### config.mk
export PLATFORM = sky130hd
export DESIGN_NAME = io_workload_fingerprint_monitor_unit
export DESIGN_NICKNAME = d
export VERILOG_FILES = /design/src/design/iwfm_pkg.sv /design/src/design/io_workload_fingerprint_monitor_unit.sv /design/src/design/iwfm_stats.sv /design/src/design/iwfm_idset.sv
export VERILOG_INCLUDE_DIRS = /design/src /design/src/design
export SDC_FILE = /design/constraint.sdc
export NUM_CORES = 2
export LEC_CHECK = 0
export BUFFER_PORTS_ARGS = -buffer_cell sky130_fd_sc_hd__buf_2
export CAP_MARGIN = 0
export CORE_MARGIN = 1.5
export CORE_UTILIZATION = 45
export CTS_BUF_LIST = sky130_fd_sc_hd__clkbuf_16
export DETAILED_ROUTE_END_ITERATION = 7
export GPL_TIMING_DRIVEN = 0
export PLACE_DENSITY_LB_ADDON = 0.15
export SLEW_MARGIN = 10
export SYNTH_ARGS = -nofsm -noshare
export SYNTH_HDL_FRONTEND = slang
export SYNTH_HIERARCHICAL = 1
export SYNTH_SLANG_ARGS = --single-unit
### constraint.sdc
create_clock -name clk -period 12.4 [get_ports clk]
set_clock_uncertainty 0.05 [all_clocks]
set_input_delay 3.1 -clock clk [delete_from_list [all_inputs] [get_ports clk]]
set_output_delay 3.1 -clock clk [all_outputs]
set_load 0.05 [all_outputs]
### src/design/assert_macros.svh
// Assertion macros shared by the fingerprint monitor RTL.
// No dependencies; define NO_ASSERTIONS to compile the checks out.
`ifndef ASSERT_MACROS_SVH
`define ASSERT_MACROS_SVH

`ifndef NO_ASSERTIONS

// prop must hold at every rising edge outside reset
`define IWFM_ASSERT(lbl, clk_sig, rst_sig, prop) \
    lbl: assert property (@(posedge clk_sig) disable iff (!rst_sig) prop) \
        else $error("iwfm assertion failed");

// cond must never be true at a rising edge outside reset
`define IWFM_NEVER(lbl, clk_sig, rst_sig, cond) \
    lbl: assert property (@(posedge clk_sig) disable iff (!rst_sig) !(cond)) \
        else $error("iwfm forbidden condition seen");

`else

`define IWFM_ASSERT(lbl, clk_sig, rst_sig, prop)
`define IWFM_NEVER(lbl, clk_sig, rst_sig, cond)

`endif

`endif

### src/design/iwfm_pkg.sv
// Shared constants and types of the I/O workload fingerprint monitor.
// No dependencies; imported by every module of the block.
package iwfm_pkg;

    localparam int ID_SLOTS = 16;
    localparam int SLOT_W   = $clog2(ID_SLOTS);

    localparam int THR_W  = 10;
    localparam int PID_W  = 22;
    localparam int CNT_W  = 32;
    localparam int SCNT_W = 16;
    localparam int SEC_W  = 48;
    localparam int TS_W   = 64;
    localparam int SUM_W  = 64;
    localparam int TOT_W  = 32;
    localparam int OSLOT_W = 4;

    localparam logic [THR_W-1:0] THR_RESET = 10'd10;

    localparam int IN_TDATA_W  = 184;
    localparam int OUT_TDATA_W = 296;

    typedef struct packed {
        logic              start;
        logic              is_write;
        logic [SCNT_W-1:0] sector_count;
        logic [TS_W-1:0]   timestamp;
        logic [SEC_W-1:0]  start_sector;
    } stat_req_t;

    typedef struct packed {
        logic [TOT_W-1:0] read_total;
        logic [TOT_W-1:0] write_total;
        logic [SUM_W-1:0] sector_total;
        logic [SUM_W-1:0] time_total;
        logic [SUM_W-1:0] distance_total;
    } stat_totals_t;

    typedef struct packed {
        logic             start;
        logic             qualify;
        logic [PID_W-1:0] id;
    } set_req_t;

    typedef struct packed {
        logic              done;
        logic [SLOT_W-1:0] top_slot;
    } set_stat_t;

endpackage

### src/design/io_workload_fingerprint_monitor_unit.sv
// A request passes from accept through start_reg, the stats and id set units and the
// done flags to T_FIN and the output register; an id search, when it runs, reads the
// slot memory one entry per cycle over the filled slots above slot 0. One request is in
// flight at a time: s_tready is low until T_FIN loads the output, which waits for room.
// Reset: rst_n asynchronous, active low; clears all totals, the id set
// (slot 0 holds id 0) and sets the id count threshold to 10.
`include "assert_macros.svh"

module io_workload_fingerprint_monitor_unit
    import iwfm_pkg::*;
(
    input  logic                   clk,
    input  logic                   rst_n,
    input  logic                   s_tvalid,
    output logic                   s_tready,
    // sector_count, timestamp, start_sector, process_id, process_tagged,
    // process_io_count, zero pad
    input  logic [IN_TDATA_W-1:0]  s_tdata,
    // is_write
    input  logic                   s_tuser,
    output logic                   m_tvalid,
    input  logic                   m_tready,
    // read_total, write_total, sector_total, time_total, distance_total,
    // last_id_slot, new_process_io_count, zero pad
    output logic [OUT_TDATA_W-1:0] m_tdata,
    input  logic                   cfg_wr_en,
    input  logic [THR_W-1:0]       cfg_wr_data
);

    typedef enum logic [1:0] {
        T_IDLE,
        T_RUN,
        T_FIN
    } top_state_t;

    top_state_t             state_reg;
    logic                   start_reg;
    logic                   stats_done_reg;
    logic                   set_done_reg;
    logic                   m_tvalid_reg;
    logic [OUT_TDATA_W-1:0] m_tdata_reg;
    logic [THR_W-1:0]       thr_reg;

    logic                   in_write_reg;
    logic [SCNT_W-1:0]      in_scnt_reg;
    logic [TS_W-1:0]        in_ts_reg;
    logic [SEC_W-1:0]       in_sector_reg;
    logic [PID_W-1:0]       in_pid_reg;
    logic                   in_tagged_reg;
    logic [CNT_W-1:0]       in_count_reg;

    logic [CNT_W-1:0]       inc_count;
    logic [CNT_W-1:0]       out_count;
    logic                   qualify;
    logic                   accept;
    logic                   out_free;

    stat_req_t              stat_req;
    stat_totals_t           totals;
    logic                   stats_done;
    set_req_t               set_req;
    set_stat_t              set_stat;

    assign accept    = s_tvalid && s_tready;
    assign s_tready  = (state_reg == T_IDLE);
    assign out_free  = !m_tvalid_reg || m_tready;
    assign inc_count = (in_count_reg == '1) ? in_count_reg : in_count_reg + 1'b1;
    assign out_count = in_tagged_reg ? inc_count : in_count_reg;
    assign qualify   = in_tagged_reg && (inc_count >= CNT_W'(thr_reg));

    assign stat_req.start        = start_reg;
    assign stat_req.is_write     = in_write_reg;
    assign stat_req.sector_count = in_scnt_reg;
    assign stat_req.timestamp    = in_ts_reg;
    assign stat_req.start_sector = in_sector_reg;

    assign set_req.start   = start_reg;
    assign set_req.qualify = qualify;
    assign set_req.id      = in_pid_reg;

    iwfm_stats u_stats (
        .clk    (clk),
        .rst_n  (rst_n),
        .req    (stat_req),
        .done   (stats_done),
        .totals (totals)
    );

    iwfm_idset u_idset (
        .clk   (clk),
        .rst_n (rst_n),
        .req   (set_req),
        .stat  (set_stat)
    );

    always_ff @(posedge clk)
    begin
        if (accept)
        begin
            in_write_reg  <= s_tuser;
            in_scnt_reg   <= s_tdata[15:0];
            in_ts_reg     <= s_tdata[79:16];
            in_sector_reg <= s_tdata[127:80];
            in_pid_reg    <= s_tdata[149:128];
            in_tagged_reg <= s_tdata[150];
            in_count_reg  <= s_tdata[182:151];
        end
    end

    always_ff @(posedge clk or negedge rst_n)
    begin
        if (!rst_n)
            thr_reg <= THR_RESET;
        else if (cfg_wr_en)
            thr_reg <= cfg_wr_data;
    end

    always_ff @(posedge clk or negedge rst_n)
    begin
        if (!rst_n)
        begin
            state_reg      <= T_IDLE;
            start_reg      <= 1'b0;
            stats_done_reg <= 1'b0;
            set_done_reg   <= 1'b0;
            m_tvalid_reg   <= 1'b0;
            m_tdata_reg    <= '0;
        end
        else
        begin
            start_reg <= accept;
            // in T_FIN the output register is reloaded below instead
            if (m_tvalid_reg && m_tready && (state_reg != T_FIN))
                m_tvalid_reg <= 1'b0;
            unique case (state_reg)
                T_IDLE:
                begin
                    if (accept)
                        state_reg <= T_RUN;
                end
                T_RUN:
                begin
                    if (stats_done)
                        stats_done_reg <= 1'b1;
                    if (set_stat.done)
                        set_done_reg <= 1'b1;
                    if (stats_done_reg && set_done_reg)
                        state_reg <= T_FIN;
                end
                T_FIN:
                begin
                    // hold the snapshot until the output register frees up
                    if (out_free)
                    begin
                        m_tvalid_reg   <= 1'b1;
                        m_tdata_reg    <= {4'b0, out_count, OSLOT_W'(set_stat.top_slot),
                                           totals.distance_total, totals.time_total,
                                           totals.sector_total, totals.write_total,
                                           totals.read_total};
                        stats_done_reg <= 1'b0;
                        set_done_reg   <= 1'b0;
                        state_reg      <= T_IDLE;
                    end
                end
                default:
                    state_reg <= T_IDLE;
            endcase
        end
    end

    assign m_tvalid = m_tvalid_reg;
    assign m_tdata  = m_tdata_reg;

    `IWFM_ASSERT(a_fin_both_done, clk, rst_n,
        (state_reg == T_FIN) |-> (stats_done_reg && set_done_reg))
    `IWFM_NEVER(a_stats_twice, clk, rst_n, stats_done && stats_done_reg)
    `IWFM_NEVER(a_set_twice, clk, rst_n, set_stat.done && set_done_reg)
    `IWFM_ASSERT(a_accept_starts, clk, rst_n, accept |=> (start_reg && state_reg == T_RUN))

endmodule

### src/design/iwfm_stats.sv
// Running request statistics: counts and wrapping sums of sectors,
// inter-arrival time and seek distance. Depends on iwfm_pkg.
module iwfm_stats
    import iwfm_pkg::*;
(
    input  logic         clk,
    input  logic         rst_n,
    input  stat_req_t    req,
    output logic         done,
    output stat_totals_t totals
);

    logic [TOT_W-1:0] reads_reg;
    logic [TOT_W-1:0] writes_reg;
    logic [SUM_W-1:0] sectors_reg;
    logic [TS_W-1:0]  last_time_reg;
    logic [SUM_W-1:0] time_sum_reg;
    logic [SEC_W-1:0] last_head_reg;
    logic [SUM_W-1:0] dist_sum_reg;
    logic             add_reg;
    logic             done_reg;
    logic [SUM_W-1:0] time_step_reg;
    logic [SUM_W-1:0] dist_step_reg;

    logic             time_empty;
    logic             time_newer;
    logic             head_empty;
    logic             head_above;
    logic [SEC_W-1:0] head_diff;

    assign time_empty = (last_time_reg == '0);
    assign time_newer = (req.timestamp >= last_time_reg);
    assign head_empty = (last_head_reg == '0);
    assign head_above = (last_head_reg >= req.start_sector);
    assign head_diff  = head_above ? (last_head_reg - req.start_sector)
                                   : (req.start_sector - last_head_reg);

    always_ff @(posedge clk or negedge rst_n)
    begin
        if (!rst_n)
        begin
            reads_reg     <= '0;
            writes_reg    <= '0;
            sectors_reg   <= '0;
            last_time_reg <= '0;
            time_sum_reg  <= '0;
            last_head_reg <= '0;
            dist_sum_reg  <= '0;
            add_reg       <= 1'b0;
            done_reg      <= 1'b0;
        end
        else
        begin
            add_reg  <= req.start;
            done_reg <= add_reg;
            if (req.start)
            begin
                if (req.is_write)
                    writes_reg <= writes_reg + 1'b1;
                else
                    reads_reg <= reads_reg + 1'b1;
                sectors_reg <= sectors_reg + SUM_W'(req.sector_count);
                // an older stamp leaves the time mark alone
                if (time_empty || time_newer)
                    last_time_reg <= req.timestamp;
                last_head_reg <= req.start_sector;
            end
            if (add_reg)
            begin
                time_sum_reg <= time_sum_reg + time_step_reg;
                dist_sum_reg <= dist_sum_reg + dist_step_reg;
            end
        end
    end

    always_ff @(posedge clk)
    begin
        if (req.start)
        begin
            time_step_reg <= (!time_empty && time_newer)
                             ? (req.timestamp - last_time_reg) : '0;
            dist_step_reg <= head_empty ? '0 : SUM_W'(head_diff);
        end
    end

    assign done                  = done_reg;
    assign totals.read_total     = reads_reg;
    assign totals.write_total    = writes_reg;
    assign totals.sector_total   = sectors_reg;
    assign totals.time_total     = time_sum_reg;
    assign totals.distance_total = dist_sum_reg;

endmodule

### src/design/iwfm_idset.sv
// Bounded set of recorded process ids, kept in a one-port-read memory
// and searched one slot per cycle. Depends on iwfm_pkg and assert_macros.svh.
`include "assert_macros.svh"

module iwfm_idset
    import iwfm_pkg::*;
(
    input  logic      clk,
    input  logic      rst_n,
    input  set_req_t  req,
    output set_stat_t stat
);

    typedef enum logic {
        S_IDLE,
        S_SCAN
    } set_state_t;

    set_state_t        state_reg;
    logic [SLOT_W-1:0] top_reg;
    logic [SLOT_W:0]   addr_reg;
    logic              pend_reg;
    logic              done_reg;

    logic [PID_W-1:0]  slot_mem [ID_SLOTS];
    logic [PID_W-1:0]  rdata_reg;

    logic              hit;
    logic              more;
    logic              not_full;
    logic              rd_en;
    logic              mem_we;
    logic [SLOT_W-1:0] wr_addr;
    logic              done_next;

    // slot 0 holds id 0 for good and is never read or written
    assign hit      = pend_reg && (rdata_reg == req.id);
    assign more     = (addr_reg <= {1'b0, top_reg});
    assign not_full = (top_reg != SLOT_W'(ID_SLOTS - 1));
    assign rd_en    = (state_reg == S_SCAN) && !hit && more;
    assign mem_we   = (state_reg == S_SCAN) && !hit && !more && not_full;
    assign wr_addr  = SLOT_W'(top_reg + 1'b1);

    // finish at once when no search is needed, else when the search ends
    assign done_next = ((state_reg == S_IDLE) && req.start
                        && !(req.qualify && (req.id != '0)))
                       || ((state_reg == S_SCAN) && (hit || !more));

    always_ff @(posedge clk)
    begin
        if (mem_we)
            slot_mem[wr_addr] <= req.id;
        if (rd_en)
            rdata_reg <= slot_mem[addr_reg[SLOT_W-1:0]];
    end

    always_ff @(posedge clk or negedge rst_n)
    begin
        if (!rst_n)
        begin
            state_reg <= S_IDLE;
            top_reg   <= '0;
            addr_reg  <= '0;
            pend_reg  <= 1'b0;
            done_reg  <= 1'b0;
        end
        else
        begin
            done_reg <= done_next;
            unique case (state_reg)
                S_IDLE:
                begin
                    if (req.start && req.qualify && (req.id != '0))
                    begin
                        addr_reg  <= (SLOT_W + 1)'(1);
                        pend_reg  <= 1'b0;
                        state_reg <= S_SCAN;
                    end
                end
                S_SCAN:
                begin
                    priority if (hit)
                    begin
                        state_reg <= S_IDLE;
                    end
                    else if (more)
                    begin
                        addr_reg <= addr_reg + 1'b1;
                        pend_reg <= 1'b1;
                    end
                    else
                    begin
                        // not found: append unless the set is full
                        if (not_full)
                            top_reg <= wr_addr;
                        state_reg <= S_IDLE;
                    end
                end
            endcase
        end
    end

    assign stat.done     = done_reg;
    assign stat.top_slot = top_reg;

    `IWFM_ASSERT(a_top_step, clk, rst_n,
        (top_reg != $past(top_reg)) |-> (top_reg == SLOT_W'($past(top_reg) + 1'b1)))
    `IWFM_NEVER(a_done_in_scan, clk, rst_n, (state_reg == S_SCAN) && done_reg)
    `IWFM_NEVER(a_start_busy, clk, rst_n, req.start && (state_reg == S_SCAN))
    `IWFM_NEVER(a_rd_wr_same, clk, rst_n, rd_en && mem_we)

endmodule

* Word-level counts from Yosys, hierarchy flattened *
Memory sizes are Yosys's and may differ from the RTL's. A register that Yosys moved wholly into a read port is not among the register bits.
Index checks and enable logic that the tools add are counted.

operators by class
  $add $sub $neg = 11
  muxes and demuxes = 29
  $lt $le $gt $ge = 4
  equal/unequal tests = 14
  reductions and logical operators = 40
  bitwise gates (word level) = 4

operators by type and width
  operator                                                         number
  64-bit adder                                                     2
  32-bit by 1-bit adder with 32-bit output, second input constant  3
  48-bit subtractor                                                2
  64-bit by 16-bit adder with 64-bit output                        1
  64-bit greater-or-equal comparator                               1
  64-bit logical NOT                                               1
  32-bit two-way mux                                               2
  64-bit subtractor                                                1
  48-bit greater-or-equal comparator                               1
  48-bit logical NOT                                               1
  48-bit two-way mux                                               1
  32-bit == test, second input constant                            1
  32-bit by 10-bit greater-or-equal comparator with 1-bit output   1
  22-bit == test                                                   1
  22-bit nonzero test                                              1
  1-bit logical AND                                                17
  5-bit two-way mux                                                3
  1-bit two-way mux                                                14
  2-bit != test, second input constant                             6
  3-bit AND reduction                                              4
  5-bit case mux with 2 select lines                               1
  1-bit case mux with 2 select lines                               4
  2-bit AND reduction                                              4
  2-bit two-way mux                                                3
  14 further kinds                                                 26

word-level totals
  RAM bits = 352
  output and inout bits = 298
  logic and storage cells = 134
  memories = 1
  register bits = 1002

memories
  name              depth  bits a word  read ports  clocked after memory_dff  write ports  RTL line          RTL
  u_idset.slot_mem  16     22           1           1                         1            iwfm_idset.sv:25  logic [PID_W-1:0] slot_mem [ID_SLOTS];

* Logic depth before layout (Yosys ltp) *
  word-level depth = 8
  depth in mapped cells = 20
  mapped depth without buffers = 19

* By module *
Netlist, hierarchy kept.

by module, submodules not included
  module                                instances  cells each  area each (um2)
  iwfm_stats                            1          3876        35067.4
  io_workload_fingerprint_monitor_unit  1          1696        18630.4
  iwfm_idset                            1          818         15300.9

* Least setup slack after synthesis *
No wires, ideal clock.

  kind = in2reg
  from = input s_tvalid
  to = register start_reg
  setup slack = 4477 ps
  cell stages on the path = 1
  data arrival time = 7294 ps
  cell sequence = and2_1

on the way
  word-level cells in the longest chain between the ends = 1

RTL lines
  what                  RTL line                                     RTL
  from (decl)           io_workload_fingerprint_monitor_unit.sv:14   input logic s_tvalid,
  1-bit logical AND     io_workload_fingerprint_monitor_unit.sv:64   assign accept = s_tvalid && s_tready;
  to (signal assigned)  io_workload_fingerprint_monitor_unit.sv:131  start_reg <= accept;
  to (decl)             io_workload_fingerprint_monitor_unit.sv:37   logic start_reg;

Every way passes these cells.
A chain may end at the register's enable or synchronous reset.

* Worst setup path after layout *
  from = register in_count_reg[4]
  to = register u_idset.addr_reg[3]

on the way
  word-level cells in the longest chain between the ends = 8
  elaborated cells on any way between the ends = 9
  classes of those cells = 1 x add/sub; 1 x order compare; 2 x eq/ne; 1 x mux; 4 x reduce/logical

RTL lines
  what                                                                        RTL line                                     RTL
  from (decl)                                                                 io_workload_fingerprint_monitor_unit.sv:50   logic [CNT_W-1:0] in_count_reg;
  from (signal assigned)                                                      io_workload_fingerprint_monitor_unit.sv:106  in_count_reg <= s_tdata[182:151];
  32-bit by 1-bit adder with 32-bit output or 32-bit == test (tied branches)  io_workload_fingerprint_monitor_unit.sv:67   assign inc_count = (in_count_reg == '1) ? in_count_reg : in_count_reg + 1'b1;
  32-bit two-way mux (*)                                                      io_workload_fingerprint_monitor_unit.sv:67
  32-bit by 10-bit greater-or-equal comparator with 1-bit output (*)          io_workload_fingerprint_monitor_unit.sv:69   assign qualify = in_tagged_reg && (inc_count >= CNT_W'(thr_reg));
  1-bit logical AND (*)                                                       io_workload_fingerprint_monitor_unit.sv:69
  via qualify                                                                 io_workload_fingerprint_monitor_unit.sv:54   logic qualify;
  1-bit logical AND (*) (2 in a row)                                          iwfm_idset.sv:73                             if (req.start && req.qualify && (req.id != '0))
  2-bit != test (no line) (*)                                                 -
  3-bit AND reduction (no line) (*)                                           -
  to (signal assigned)                                                        iwfm_idset.sv:75                             addr_reg <= (SLOT_W + 1)'(1);
  to (signal assigned)                                                        iwfm_idset.sv:88                             addr_reg <= addr_reg + 1'b1;
  to (decl)                                                                   iwfm_idset.sv:21                             logic [SLOT_W:0] addr_reg;

The timed path passes the listed nets; every way through them passes the cells marked *.

==> metrics <==
Core Area=152000 µm²; Synth async-reset ratio=0.507; WHS=0.323 ns; top_reg_cell synth=dfrtp_1; FP Rows=about 140; area grow syn2layout=15.1%; type of the worst setup path=reg2reg; critical path endpoint category=flip-flop; clk sinks=1360; routing usage on met3=0.0418; first-pass GRT wire length=just under 300 mm; fin crit period=5.34 ns; met1 GRT Util=0.338; worst min path class=reg2reg; Yosys warnings=6; die area=156000 µm²; synthesized instance count=~6400; cts hold-fix bufs=0; commonest non-fill, non-tap cell in the layout=nand2_1; Critical Path Fanout Max=10; CTS tree=yes; maximum vdd drop=0.000155 V; setup slack after layout=between 7 and 8 ns; Fin. Hold Viols=0; total gr overflow=0; worst slack at placement=6.27 ns; Pins Over Slew Limit=0; Final Cycle Share=0.431; Die Width=395 µm; root buf cell=clkbuf_16; Ports=498; crit path launch type=flip-flop; Worst Path Arrival=5.95 ns; number of library cell types mapped by synthesis=roughly 120; max cap viols=0; peak-usage layer in the global routing report=met2; final WL=195 mm; Detailed Routing Iterations Pass 1=6; fin cells=between 9000 and 10000; Setup violations, final=0; Syn Std Cell Area=69000 µm²; DP Wirelength=148 mm; vias in the first global route=49400; die height=395 µm; most frequent cells in the layout=nand2_1 (1183), dfrtp_1 (687), edfxtp_1 (670), buf_2 (542), a21oi_1 (370); max reg flops=352; Fmax=between 150 and 200 MHz; Least-Margin Pin Slew=1.27 ns; Initial Utilization=0.454; clock latency on the worst-skew pair=0.77 ns; Avg Cell Area, Syn=between 10 and 15 µm²; WL per Instance=21.2 µm; Final ANT Viol Nets=0; final net count=7567; Num CTS Buffers=151; via-per-instance ratio=5.47; max_slew headroom=0.150; number of synthesized register bits=1360; Pwr Density=288 nW/µm²; share of cells above drive strength 1=0.149; placed cell count=8929; gpl congestion=0.939; placed standard-cell area=74400 µm²; vias=a little over 50000; CP required=around 13 ns; outcome=completed; unrepaired setup endpoints after global routing=no; Post-CTS Setup Inserts=0; clk buf depth=3; CTS H-tree lvls=4; initial antenna violation count=11; largest net degree at the start of global routing=104; Post-synth EDFFs=670; Leak Pwr=approximately 35 nW; Initial DRC Count=3765; Worst-path clk slew=0.06 ns; grt met2 use=0.402; post-route cell area=79400 µm²; sequential share of the synthesized area=0.542; DRC=0; GR Util All Layers=0.246; post_cts resized=0; I/O Buffers=491
critical path, stage by stage, from the launching register on:
cell      delay, ns
edfxtp_1       0.32
clkbuf_1       0.30
nand4_1        0.23
nor2_1         0.40
nand4_1        0.49
and3_1         0.43
nand3_1        0.11
xnor2_1        0.08
ha_1           0.29
nand4_1        0.12
o311ai_0       0.52
nor4b_1        0.15
a41oi_1        0.49
o41ai_4        0.24
or3b_4         0.48
nor2b_4        0.15
a221o_1        0.37
final timing paths:
check | slack (ns) | to | cells after the start | start
setup / recovery | 7.06 | u_idset/addr_reg[3]$_DFFE_PN0P_ | 16 | in_count_reg[4]$_DFFE_PP_
hold / removal | 0.32 | u_stats/done$_DFF_PN0_ | 0 | u_stats/add_reg$_DFF_PN0_
setup reg to reg | 7.06 | u_idset/addr_reg[3]$_DFFE_PN0P_ | 16 | in_count_reg[4]$_DFFE_PP_
hold reg to reg | 0.32 | u_stats/done$_DFF_PN0_ | 0 | u_stats/add_reg$_DFF_PN0_
max in group asynchronous | 8.04 | u_stats/time_sum_reg[11]$_DFFE_PN0P_ | 4 | rst_n
min in group asynchronous | 2.29 | m_tdata[100]$_DFFE_PN0P_ | 1 | rst_n
cell families (layout without fill, tap and decap cells):
group                    count (synthesis)  count (layout)  synth area share
AO/OA/AOI/OAI                         1265            1265             0.117
other                                    1              10         0.0000543
adder cells (fa/ha/maj)                315             315            0.0578
buffers and inverters                  575            1363            0.0341
XOR/XNOR                               409             409            0.0519
AND/OR/NAND/NOR                       2141            2141             0.138
multiplexers                           324             324            0.0585
flip-flops                            1360            1360             0.542
where the power goes:
group          switching (mW)  internal, mW
combinational            7.28          4.12
clock                    1.89          2.54
sequential              0.944          6.13
cells in the mapped netlist (all sizes together), types with 44 or more instances:
cell	n	area [µm²]
a21o	170	1280
a21oi	374	1890
and3	77	494
buf	77	463
clkbuf	228	867
dfrtp	688	17200
edfxtp	670	20100
ha	309	3870
inv	269	1010
mux2	196	2210
mux2i	84	841
mux4	44	991
nand2	1184	4450
nand3	111	556
nand4	123	797
nor2	352	1320
nor3	74	380
nor4	45	312
o21ai	322	1630
o21bai	67	507
xnor2	271	2370
xor2	138	1210
metrics by stage:
stage	total power [mW]	util	setup TNS, ns
6_report	22.9	0.522	0
5_1_grt	24.4	0.522	0
2_1_floorplan	15.2	-	0
3_3_place_gp	18.4	0.487	-4933.89
3_5_place_dp	18.4	0.489	0
4_1_cts	23.0	0.522	0
routing by layer:
layer / up-vias / part of all wire
li1: 24100 / -
met1: 24700 / 0.45
met2: 1282 / 0.47
met3: 275 / 0.052
met4: 2 / 0.027
met5: - / 0.000067
cell type report:
cell class | instances | area (µm²)
diodes | 6 | 15.0
fillers | 13700 | 72600
inverters | 269 | 1010
multi-input cells | 4458 | 29300
clock buffers | 153 | 3830
flip-flops and latches | 1360 | 37400
repair buffers | 506 | 2860
well taps | 2030 | 2540
plain buffers | 306 | 1350
clock inverters | 129 | 1150
(Power assumes the default switching activity.)
